**config.mk**
```make
export PLATFORM = sky130hd
export DESIGN_NAME = ir_burst_pattern_generator_core
export DESIGN_NICKNAME = d
export VERILOG_FILES = /design/src/irbpg_pkg.sv /design/src/irbpg_divider.sv /design/src/irbpg_sequencer.sv /design/src/ir_burst_pattern_generator_core.sv
export SDC_FILE = /design/constraint.sdc
export NUM_CORES = 1
export LEC_CHECK = 0
export CAP_MARGIN = 10
export CELL_PAD_IN_SITES_DETAIL_PLACEMENT = 0
export CELL_PAD_IN_SITES_GLOBAL_PLACEMENT = 1
export CORE_MARGIN = 5
export CORE_UTILIZATION = 40
export CTS_CLUSTER_SIZE = 30
export DETAILED_ROUTE_END_ITERATION = 10
export DONT_BUFFER_PORTS = 1
export GPL_ROUTABILITY_DRIVEN = 1
export PLACE_DENSITY = 0.74
export SYNTH_ARGS = -nofsm -noshare
export SYNTH_HDL_FRONTEND = slang
export SYNTH_SLANG_ARGS = --single-unit
```
**constraint.sdc**
```tcl
create_clock -name clk -period 7.9 [get_ports clk]
set_clock_uncertainty 0.1 [all_clocks]
set_input_delay 1.58 -clock clk [delete_from_list [all_inputs] [get_ports clk]]
set_output_delay 1.58 -clock clk [all_outputs]
set_load 0.005 [all_outputs]
```
**src/irbpg_pkg.sv**
```systemverilog
// ----------------------------------------------------------------------------
// irbpg_pkg
// Shared types, constants and the segment length table of the infrared burst
// pattern generator.
// ----------------------------------------------------------------------------
package irbpg_pkg;

  localparam int unsigned HALF_PERIOD_W = 8;
  localparam int unsigned ROUNDS_W      = 4;
  localparam int unsigned GAP_W         = 16;
  localparam int unsigned SEG_W         = 4;
  localparam int unsigned SEG_LEN_W     = 16;
  localparam int unsigned CFG_INDEX_W   = 2;
  localparam int unsigned CFG_DATA_W    = 16;

  localparam int unsigned COUNT_WIDTH_DEF = 16;

  // Reset values of the configuration registers.
  localparam logic [HALF_PERIOD_W-1:0] HALF_PERIOD_RST = 8'd103;
  localparam logic [ROUNDS_W-1:0]      ROUNDS_RST      = 4'd1;
  localparam logic [GAP_W-1:0]         GAP_RST         = 16'd65000;

  // Configuration register indexes.
  localparam logic [CFG_INDEX_W-1:0] CFG_HALF_PERIOD = 2'd0;
  localparam logic [CFG_INDEX_W-1:0] CFG_EXTRA_ROUNDS = 2'd1;
  localparam logic [CFG_INDEX_W-1:0] CFG_IDLE_GAP     = 2'd2;

  // Sequencer segment codes.
  localparam logic [SEG_W-1:0] SEG_FIRST = 4'd0;
  localparam logic [SEG_W-1:0] SEG_LAST  = 4'd7;
  localparam logic [SEG_W-1:0] SEG_IDLE  = 4'd8;

  typedef struct packed {
    logic             carrier_on;
    logic [SEG_W-1:0] segment;
  } seq_status_t;

  // Fixed mark and space lengths of the eight frame segments, in half periods.
  function automatic logic [SEG_LEN_W-1:0] seg_len(input logic [2:0] idx);
    logic [SEG_LEN_W-1:0] len;
    unique case (idx)
      3'd0:    len = 16'd151;
      3'd1:    len = 16'd2127;
      3'd2:    len = 16'd29;
      3'd3:    len = 16'd119;
      3'd4:    len = 16'd29;
      3'd5:    len = 16'd271;
      3'd6:    len = 16'd29;
      default: len = 16'd4854;
    endcase
    return len;
  endfunction

endpackage

```
**src/irbpg_divider.sv**
```systemverilog
// ----------------------------------------------------------------------------
// irbpg_divider
// Carrier divider: counts timer ticks up to the half period and toggles the
// carrier level on each match while the carrier is enabled.
// ----------------------------------------------------------------------------
module irbpg_divider
  import irbpg_pkg::*;
(
  input  logic                     clk,
  input  logic                     rst_n,
  input  logic                     step,
  input  logic [HALF_PERIOD_W-1:0] half_period,
  input  logic                     carrier_en,
  output logic                     match,
  output logic                     level_nxt
);

  logic [HALF_PERIOD_W-1:0] div_r;
  logic [HALF_PERIOD_W-1:0] div_nxt;
  logic                     level_r;

  assign match = (div_r == half_period);

  always_comb begin
    div_nxt   = div_r;
    level_nxt = level_r;
    if (step) begin
      if (match) begin
        div_nxt   = '0;
        level_nxt = level_r ^ carrier_en;
      end else begin
        // Wraps through zero when the half period was lowered below the count.
        div_nxt = div_r + 1'b1;
      end
    end
  end

  always_ff @(posedge clk) begin
    if (!rst_n) begin
      div_r   <= '0;
      level_r <= 1'b0;
    end else begin
      div_r   <= div_nxt;
      level_r <= level_nxt;
    end
  end

endmodule

```
**src/irbpg_sequencer.sv**
```systemverilog
// ----------------------------------------------------------------------------
// irbpg_sequencer
// Nine-segment mark/space sequencer with frame repeats and an idle gap.
// ----------------------------------------------------------------------------
module irbpg_sequencer
  import irbpg_pkg::*;
#(
  parameter int unsigned COUNT_WIDTH = COUNT_WIDTH_DEF
)
(
  input  logic                clk,
  input  logic                rst_n,
  input  logic                advance,
  input  logic [ROUNDS_W-1:0] extra_rounds,
  input  logic [GAP_W-1:0]    idle_gap,
  output seq_status_t         status_cur,
  output seq_status_t         status_nxt
);

  localparam int unsigned CMP_W = (COUNT_WIDTH > GAP_W) ? COUNT_WIDTH : GAP_W;

  logic                   carrier_r, carrier_nxt;
  logic [SEG_W-1:0]       seg_r, seg_nxt;
  logic [COUNT_WIDTH-1:0] count_r, count_nxt;
  logic [ROUNDS_W-1:0]    round_r, round_nxt;
  logic [GAP_W-1:0]       limit;
  logic                   seg_done;

  assign limit    = (seg_r == SEG_IDLE) ? idle_gap : seg_len(seg_r[2:0]);
  // A counter too narrow for the length saturates and ends the segment there.
  assign seg_done = (CMP_W'(count_r) >= CMP_W'(limit)) || (count_r == '1);

  always_comb begin
    carrier_nxt = carrier_r;
    seg_nxt     = seg_r;
    count_nxt   = count_r;
    round_nxt   = round_r;
    if (advance) begin
      if (seg_r > SEG_IDLE) begin
        seg_nxt     = SEG_FIRST;
        count_nxt   = '0;
        carrier_nxt = 1'b1;
      end else if (!seg_done) begin
        count_nxt = count_r + 1'b1;
      end else begin
        count_nxt = '0;
        if (seg_r == SEG_IDLE) begin
          carrier_nxt = 1'b1;
          seg_nxt     = SEG_FIRST;
        end else if (seg_r == SEG_LAST) begin
          if (round_r < extra_rounds) begin
            carrier_nxt = 1'b1;
            seg_nxt     = SEG_FIRST;
            round_nxt   = round_r + 1'b1;
          end else begin
            seg_nxt   = SEG_IDLE;
            round_nxt = '0;
          end
        end else begin
          // The end of a mark starts a space and the end of a space a mark.
          carrier_nxt = seg_r[0];
          seg_nxt     = seg_r + 1'b1;
        end
      end
    end
  end

  always_ff @(posedge clk) begin
    if (!rst_n) begin
      carrier_r <= 1'b1;
      seg_r     <= SEG_FIRST;
      count_r   <= '0;
      round_r   <= '0;
    end else begin
      carrier_r <= carrier_nxt;
      seg_r     <= seg_nxt;
      count_r   <= count_nxt;
      round_r   <= round_nxt;
    end
  end

  assign status_cur = '{carrier_on: carrier_r, segment: seg_r};
  assign status_nxt = '{carrier_on: carrier_nxt, segment: seg_nxt};

endmodule

```
**src/ir_burst_pattern_generator_core.sv**
```systemverilog
// ----------------------------------------------------------------------------
// ir_burst_pattern_generator_core
// Infrared burst pattern generator on a modulated carrier.
// ----------------------------------------------------------------------------
// Each input word may carry a timer tick and yields exactly one output word
// giving the pin level, the carrier enable and the segment after that word.
// The block takes one word per clock cycle while in_ready is high: divider
// and sequencer update in the same cycle the word is accepted, and the result
// sits in a single output register, so in_ready is high whenever that
// register is empty or is being drained. out_valid rises in the next cycle.
module ir_burst_pattern_generator_core
  import irbpg_pkg::*;
#(
  parameter int unsigned COUNT_WIDTH = COUNT_WIDTH_DEF
)
(
  input  logic                   clk,
  input  logic                   rst_n,
  input  logic                   cfg_wr_en,
  input  logic [CFG_INDEX_W-1:0] cfg_index,
  input  logic [CFG_DATA_W-1:0]  cfg_wdata,
  input  logic                   in_valid,
  output logic                   in_ready,
  input  logic                   in_tick,
  output logic                   out_valid,
  input  logic                   out_ready,
  output logic                   out_ir_pin,
  output logic                   out_carrier_on,
  output logic [SEG_W-1:0]       out_segment
);

  logic [HALF_PERIOD_W-1:0] half_period_r;
  logic [ROUNDS_W-1:0]      extra_rounds_r;
  logic [GAP_W-1:0]         idle_gap_r;

  logic             accept;
  logic             step;
  logic             match;
  logic             level_nxt;
  seq_status_t      status_cur;
  seq_status_t      status_nxt;

  logic             out_valid_r;
  logic             out_ir_pin_r;
  logic             out_carrier_on_r;
  logic [SEG_W-1:0] out_segment_r;

  always_ff @(posedge clk) begin
    if (!rst_n) begin
      half_period_r  <= HALF_PERIOD_RST;
      extra_rounds_r <= ROUNDS_RST;
      idle_gap_r     <= GAP_RST;
    end else if (cfg_wr_en) begin
      unique case (cfg_index)
        CFG_HALF_PERIOD:  half_period_r  <= cfg_wdata[HALF_PERIOD_W-1:0];
        CFG_EXTRA_ROUNDS: extra_rounds_r <= cfg_wdata[ROUNDS_W-1:0];
        CFG_IDLE_GAP:     idle_gap_r     <= cfg_wdata[GAP_W-1:0];
        default: ;
      endcase
    end
  end

  assign in_ready = !out_valid_r || out_ready;
  assign accept   = in_valid && in_ready;
  assign step     = accept && in_tick;

  irbpg_divider u_divider (
    .clk         (clk),
    .rst_n       (rst_n),
    .step        (step),
    .half_period (half_period_r),
    .carrier_en  (status_cur.carrier_on),
    .match       (match),
    .level_nxt   (level_nxt)
  );

  irbpg_sequencer #(
    .COUNT_WIDTH (COUNT_WIDTH)
  ) u_sequencer (
    .clk          (clk),
    .rst_n        (rst_n),
    .advance      (step && match),
    .extra_rounds (extra_rounds_r),
    .idle_gap     (idle_gap_r),
    .status_cur   (status_cur),
    .status_nxt   (status_nxt)
  );

  always_ff @(posedge clk) begin
    if (!rst_n) begin
      out_valid_r <= 1'b0;
    end else if (accept) begin
      out_valid_r <= 1'b1;
    end else if (out_ready) begin
      out_valid_r <= 1'b0;
    end
  end

  always_ff @(posedge clk) begin
    if (accept) begin
      out_ir_pin_r     <= status_nxt.carrier_on & level_nxt;
      out_carrier_on_r <= status_nxt.carrier_on;
      out_segment_r    <= status_nxt.segment;
    end
  end

  assign out_valid      = out_valid_r;
  assign out_ir_pin     = out_ir_pin_r;
  assign out_carrier_on = out_carrier_on_r;
  assign out_segment    = out_segment_r;

  // The carrier is on exactly in the mark segments of the frame.
  a_carrier_in_marks : assert property (@(posedge clk) disable iff (!rst_n)
    out_valid_r |-> (out_carrier_on_r == ((out_segment_r < SEG_IDLE) && !out_segment_r[0])))
    else $error("carrier enable does not match segment");

  // The pin is silent while the carrier is off.
  a_pin_quiet : assert property (@(posedge clk) disable iff (!rst_n)
    (out_valid_r && !out_carrier_on_r) |-> !out_ir_pin_r)
    else $error("pin active with carrier off");

  // A word without a tick reports the sequencer unchanged.
  a_hold : assert property (@(posedge clk) disable iff (!rst_n)
    (accept && !in_tick) |=> (out_segment_r == $past(status_cur.segment)))
    else $error("segment moved without a tick");

  // The sequencer never leaves the nine defined segments.
  a_seg_range : assert property (@(posedge clk) disable iff (!rst_n)
    status_cur.segment <= SEG_IDLE)
    else $error("segment index out of range");

endmodule
```
# After elaboration in Yosys (flattened, before gate mapping)
# Index checks and enable logic that the tools add are counted.
# totals
regBits	69
input_bits	24
out_inout_bits	8
word_cells	72
# op_classes
add_sub_neg	4
order_cmp	3
n_eq_ne	12
n_mux	22
bitwise_logic	4
reduce_logical	14
# ops
operator	count
$pmux W13 S5	1
$mux W16	3
$mux W4	7
$add A16 B1 Y16 const B	1
$eq A16 B16 Y1 const B	1
$ge A16 B16 Y1	1
$mux W1	10
$eq A3 B3 Y1 const B	3
$add A4 B1 Y4 const B	2
$add A8 B1 Y8 const B	1
$eq A8 B8 Y1	1
$mux W8	1
$eq A3 B2 Y1 const B	2
$reduce_and A2 Y1	3
$reduce_and A5 Y1	1
$eq A4 B3 Y1 const B	1
$eq A4 B4 Y1 const B	1
$gt A4 B4 Y1 const B	1
$lt A4 B4 Y1	1
$eq A3 B1 Y1 const B	1
$logic_and A1 B1 Y1	3
$logic_not A3 Y1	1
$reduce_or A3 Y1	1
$eq A2 B1 Y1 const B	1
8 further kinds	10

# Logic depth before layout (Yosys ltp)
# depth
word_depth	10
depth_mapped	16

# By module
# Synthesis repeated with hierarchy kept, for this count alone.
# unflattened
hier_cells	449
hier_area_um2	4043.9
# modules_own_cells
mod	n_inst	cells_per_inst	area_each_um2
irbpg_sequencer	1	260	2089.5
ir_burst_pattern_generator_core	1	133	1428.9
irbpg_divider	1	56	525.5

# Worst setup path before layout
# No wires, ideal clock.
# synth_path
kind	input-to-output
startpoint	in out_ready
endpoint	out in_ready
t_arrival_ns	1.740
required_ns	6.220
setup_slack_ns	4.480
stages	1
cell_sequence	nand2b_1
# synth_between
elab_chain_len	1
# synth_rtl
item	line	rtl
start, declared	ir_burst_pattern_generator_core.sv:26	input logic out_ready,
$logic_or A1 B1 Y1	ir_burst_pattern_generator_core.sv:63	assign in_ready = !out_valid_r || out_ready;
end, declared	ir_burst_pattern_generator_core.sv:23	output logic in_ready,
# Every way passes these cells.

==> run metrics <==
status complete, no violations; vias post-DR between 3000 and 4000; total CTS buffers 9; Port Buf Inserts 0; critical path capture point type register; Initial Util 0.4120; die area between 0.01 and 0.015 mm^2; Mapped Cells ~460; Worst-Margin Slew 851.0 ps; Synth Register Bits slightly below 70; layout cells sized above 1 0.06167; # diodes 0; Worst-Skew Late Latency 350 ps; power after layout a little over 0.7 mW; dominant synthesized flop cell dfxtp_1; final WL slightly below 10000 um; fin nets 499; worst endpoint required time around 7900 ps; fmax 0.2503 GHz; CTS tree built; Yosys top cell by area dfxtp_1; clock sink count between 60 and 70; core area approximately 0.0093 mm^2; Setup TNS 0 ps; commonest cells in the netlist nand2_1, dfxtp_1, nor2_1, nand3_1, ha_1; sequential share of the synthesized area 0.3768; Pwr Density about 170 mW/mm^2; max_cap viols 0; RR Startpoint u_sequencer.seg_r[0]$_SDFF_PN0_; Vias/cell 5.357; postcts setup bufs 0; Slew Viols, Final 0; maximum clock insertion buffer count 2; HPWL Detailed just over 7000 um; first-pass GRT wire length approximately 16000 um; Worst Setup Path Type register to register; H-tree levels 3; row cnt 35; total track usage 0.1760; drt pass-1 iters 4; clk slew on worst S/H paths 80 ps; GP Congestion around 0.9; Critical Path AT ~4000 ps; Worst slew margin 0.4283; count leader, synth nand2_1; antenna-violating nets left 0; Yosys top cell area share 0.3297; vias in the first global route 2998; Hold Crit Start idle_gap_r[1]$_SDFFE_PN0P_; synthesized area per cell ~8.4 um^2; Synth Cell Area between 0.003 and 0.004 mm^2; critical path startpoint u_sequencer.seg_r[0]$_SDFF_PN0_; Leak Pwr roughly 1.6 nW; RSZ-0062 raised after global routing no; Tmin final between 3000 and 4000 ps; Distinct cells, synth between 60 and 70; # resized after CTS 0; Hold-fix buffers, CTS 0; DRT iter0 DRCs 166; chip height ~110 um; Final Hold Fails 0; total I/O pin count 32; VDD IR-drop max approximately 140 uV; drt wl/cell ~17 um; Worst setup SP type register; pin count of the biggest net entering global routing 32; Area growth syn-to-layout 7.720%; Root Driver clkbuf_8; synth top area cells dfxtp_1, ha_1, nand2_1; DRC violations left 0; Synth Net Count a little over 500; total congestion overflow 0; period utilization 0.5057; Setup Viol. Count Final 0; Die Width 107.8 um; antenna violations before repair 1; synthesis warning total 0; worst hold path class register to register; Post-synth EDFFs 6; Post-synth ARST share 0; Worst Path Max Fanout 19
final cells by class:
class,count,area (um^2)
clock buffer,10,148.9
clock inverter,6,68.82
fill,968,5164
inverter,16,60.06
multi-input combinational,352,2232
sequential,69,1441
tap,129,161.4
timing repair buffer,1,7.507
layer usage:
layer,wire length (um),track usage
met1,4840,0.2500
met2,4170,0.2536
met3,573,0.05099
met4,125,0.05861
met5,13,0
sequential cells by signal, summed over array words and instances, names as in the netlist, 4 cells and up:
signal and flops:
u_divider.div_r 8, idle_gap_r 16, extra_rounds_r 4, u_sequencer.seg_r 4, u_sequencer.count_r 16, half_period_r 8, out_segment 4, u_sequencer.round_r 4
cell usage in the layout, fill, tap and decap left out, types with 3 or more instances in the layout:
cell	instances
o21a_1	4
dfxtp_1	63
o211ai_1	3
nand3_1	29
mux2i_1	8
nor2_1	31
nand4_1	10
a22o_1	3
edfxtp_1	6
o21ai_1	4
and2_1	3
inv_1	16
nor2b_1	4
nand2b_1	6
a21oi_1	18
nor3_1	16
and4_1	3
and3_1	8
a211oi_1	4
or3_1	3
ha_1	26
o21ai_0	12
clkbuf_8	9
xor2_1	19
nand2_1	82
xnor2_1	7
nor4_1	9
nand3b_1	4
worst max-delay path, stage by stage (launching register included):
cell	delay, ps
dfxtp_1	390
inv_1	180
ha_1	240
nor2b_1	310
and2_1	450
a21oi_1	160
ha_1	290
and4_1	290
and3_1	240
nand3_1	110
nand3_1	170
o21a_1	580
a21oi_1	190
report_power, final:
part	total (mW)	leakage [nW]	switching, mW	internal [mW]
registers	0.367	0.569	0.00610	0.361
clock network	0.317	0.108	0.151	0.167
logic	0.0267	0.920	0.0165	0.0102
total	0.711	1.60	0.174	0.537
worst paths after layout:
kind | to | slack (ps) | cells after the start
worst min register to register | idle_gap_r[1]$_SDFFE_PN0P_ | 360 | 2
worst max-delay path | out_segment[0]$_DFFE_PP_ | 3910 | 12
worst min-delay path | idle_gap_r[1]$_SDFFE_PN0P_ | 360 | 2
worst max register to register | out_segment[0]$_DFFE_PP_ | 3910 | 12
logic make-up after synthesis:
family / after synthesis / share of synthesized area
AO/OA/AOI/OAI: 72 / 0.1341
XOR/XNOR: 26 / 0.05954
adder cells (fa/ha/maj): 26 / 0.08505
buffers and inverters: 36 / 0.03958
flip-flops: 69 / 0.3768
multiplexers: 8 / 0.02094
AND/OR/NAND/NOR: 220 / 0.2839
metrics by stage:
stage	cells	utilization	instance area, um^2	hold WS (ps)	setup slack [ps]
2_1_floorplan	457	-	3825	331.1	4480
3_3_place_gp	567	0.4204	3902	343.2	3952
3_5_place_dp	567	0.4204	3902	347.8	3881
4_1_cts	583	0.4438	4120	359.7	3970
5_1_grt	583	0.4438	4120	385.9	3543
6_report	583	0.4438	4120	357.2	3905
Note: power is estimated with default switching activity, not from simulation.
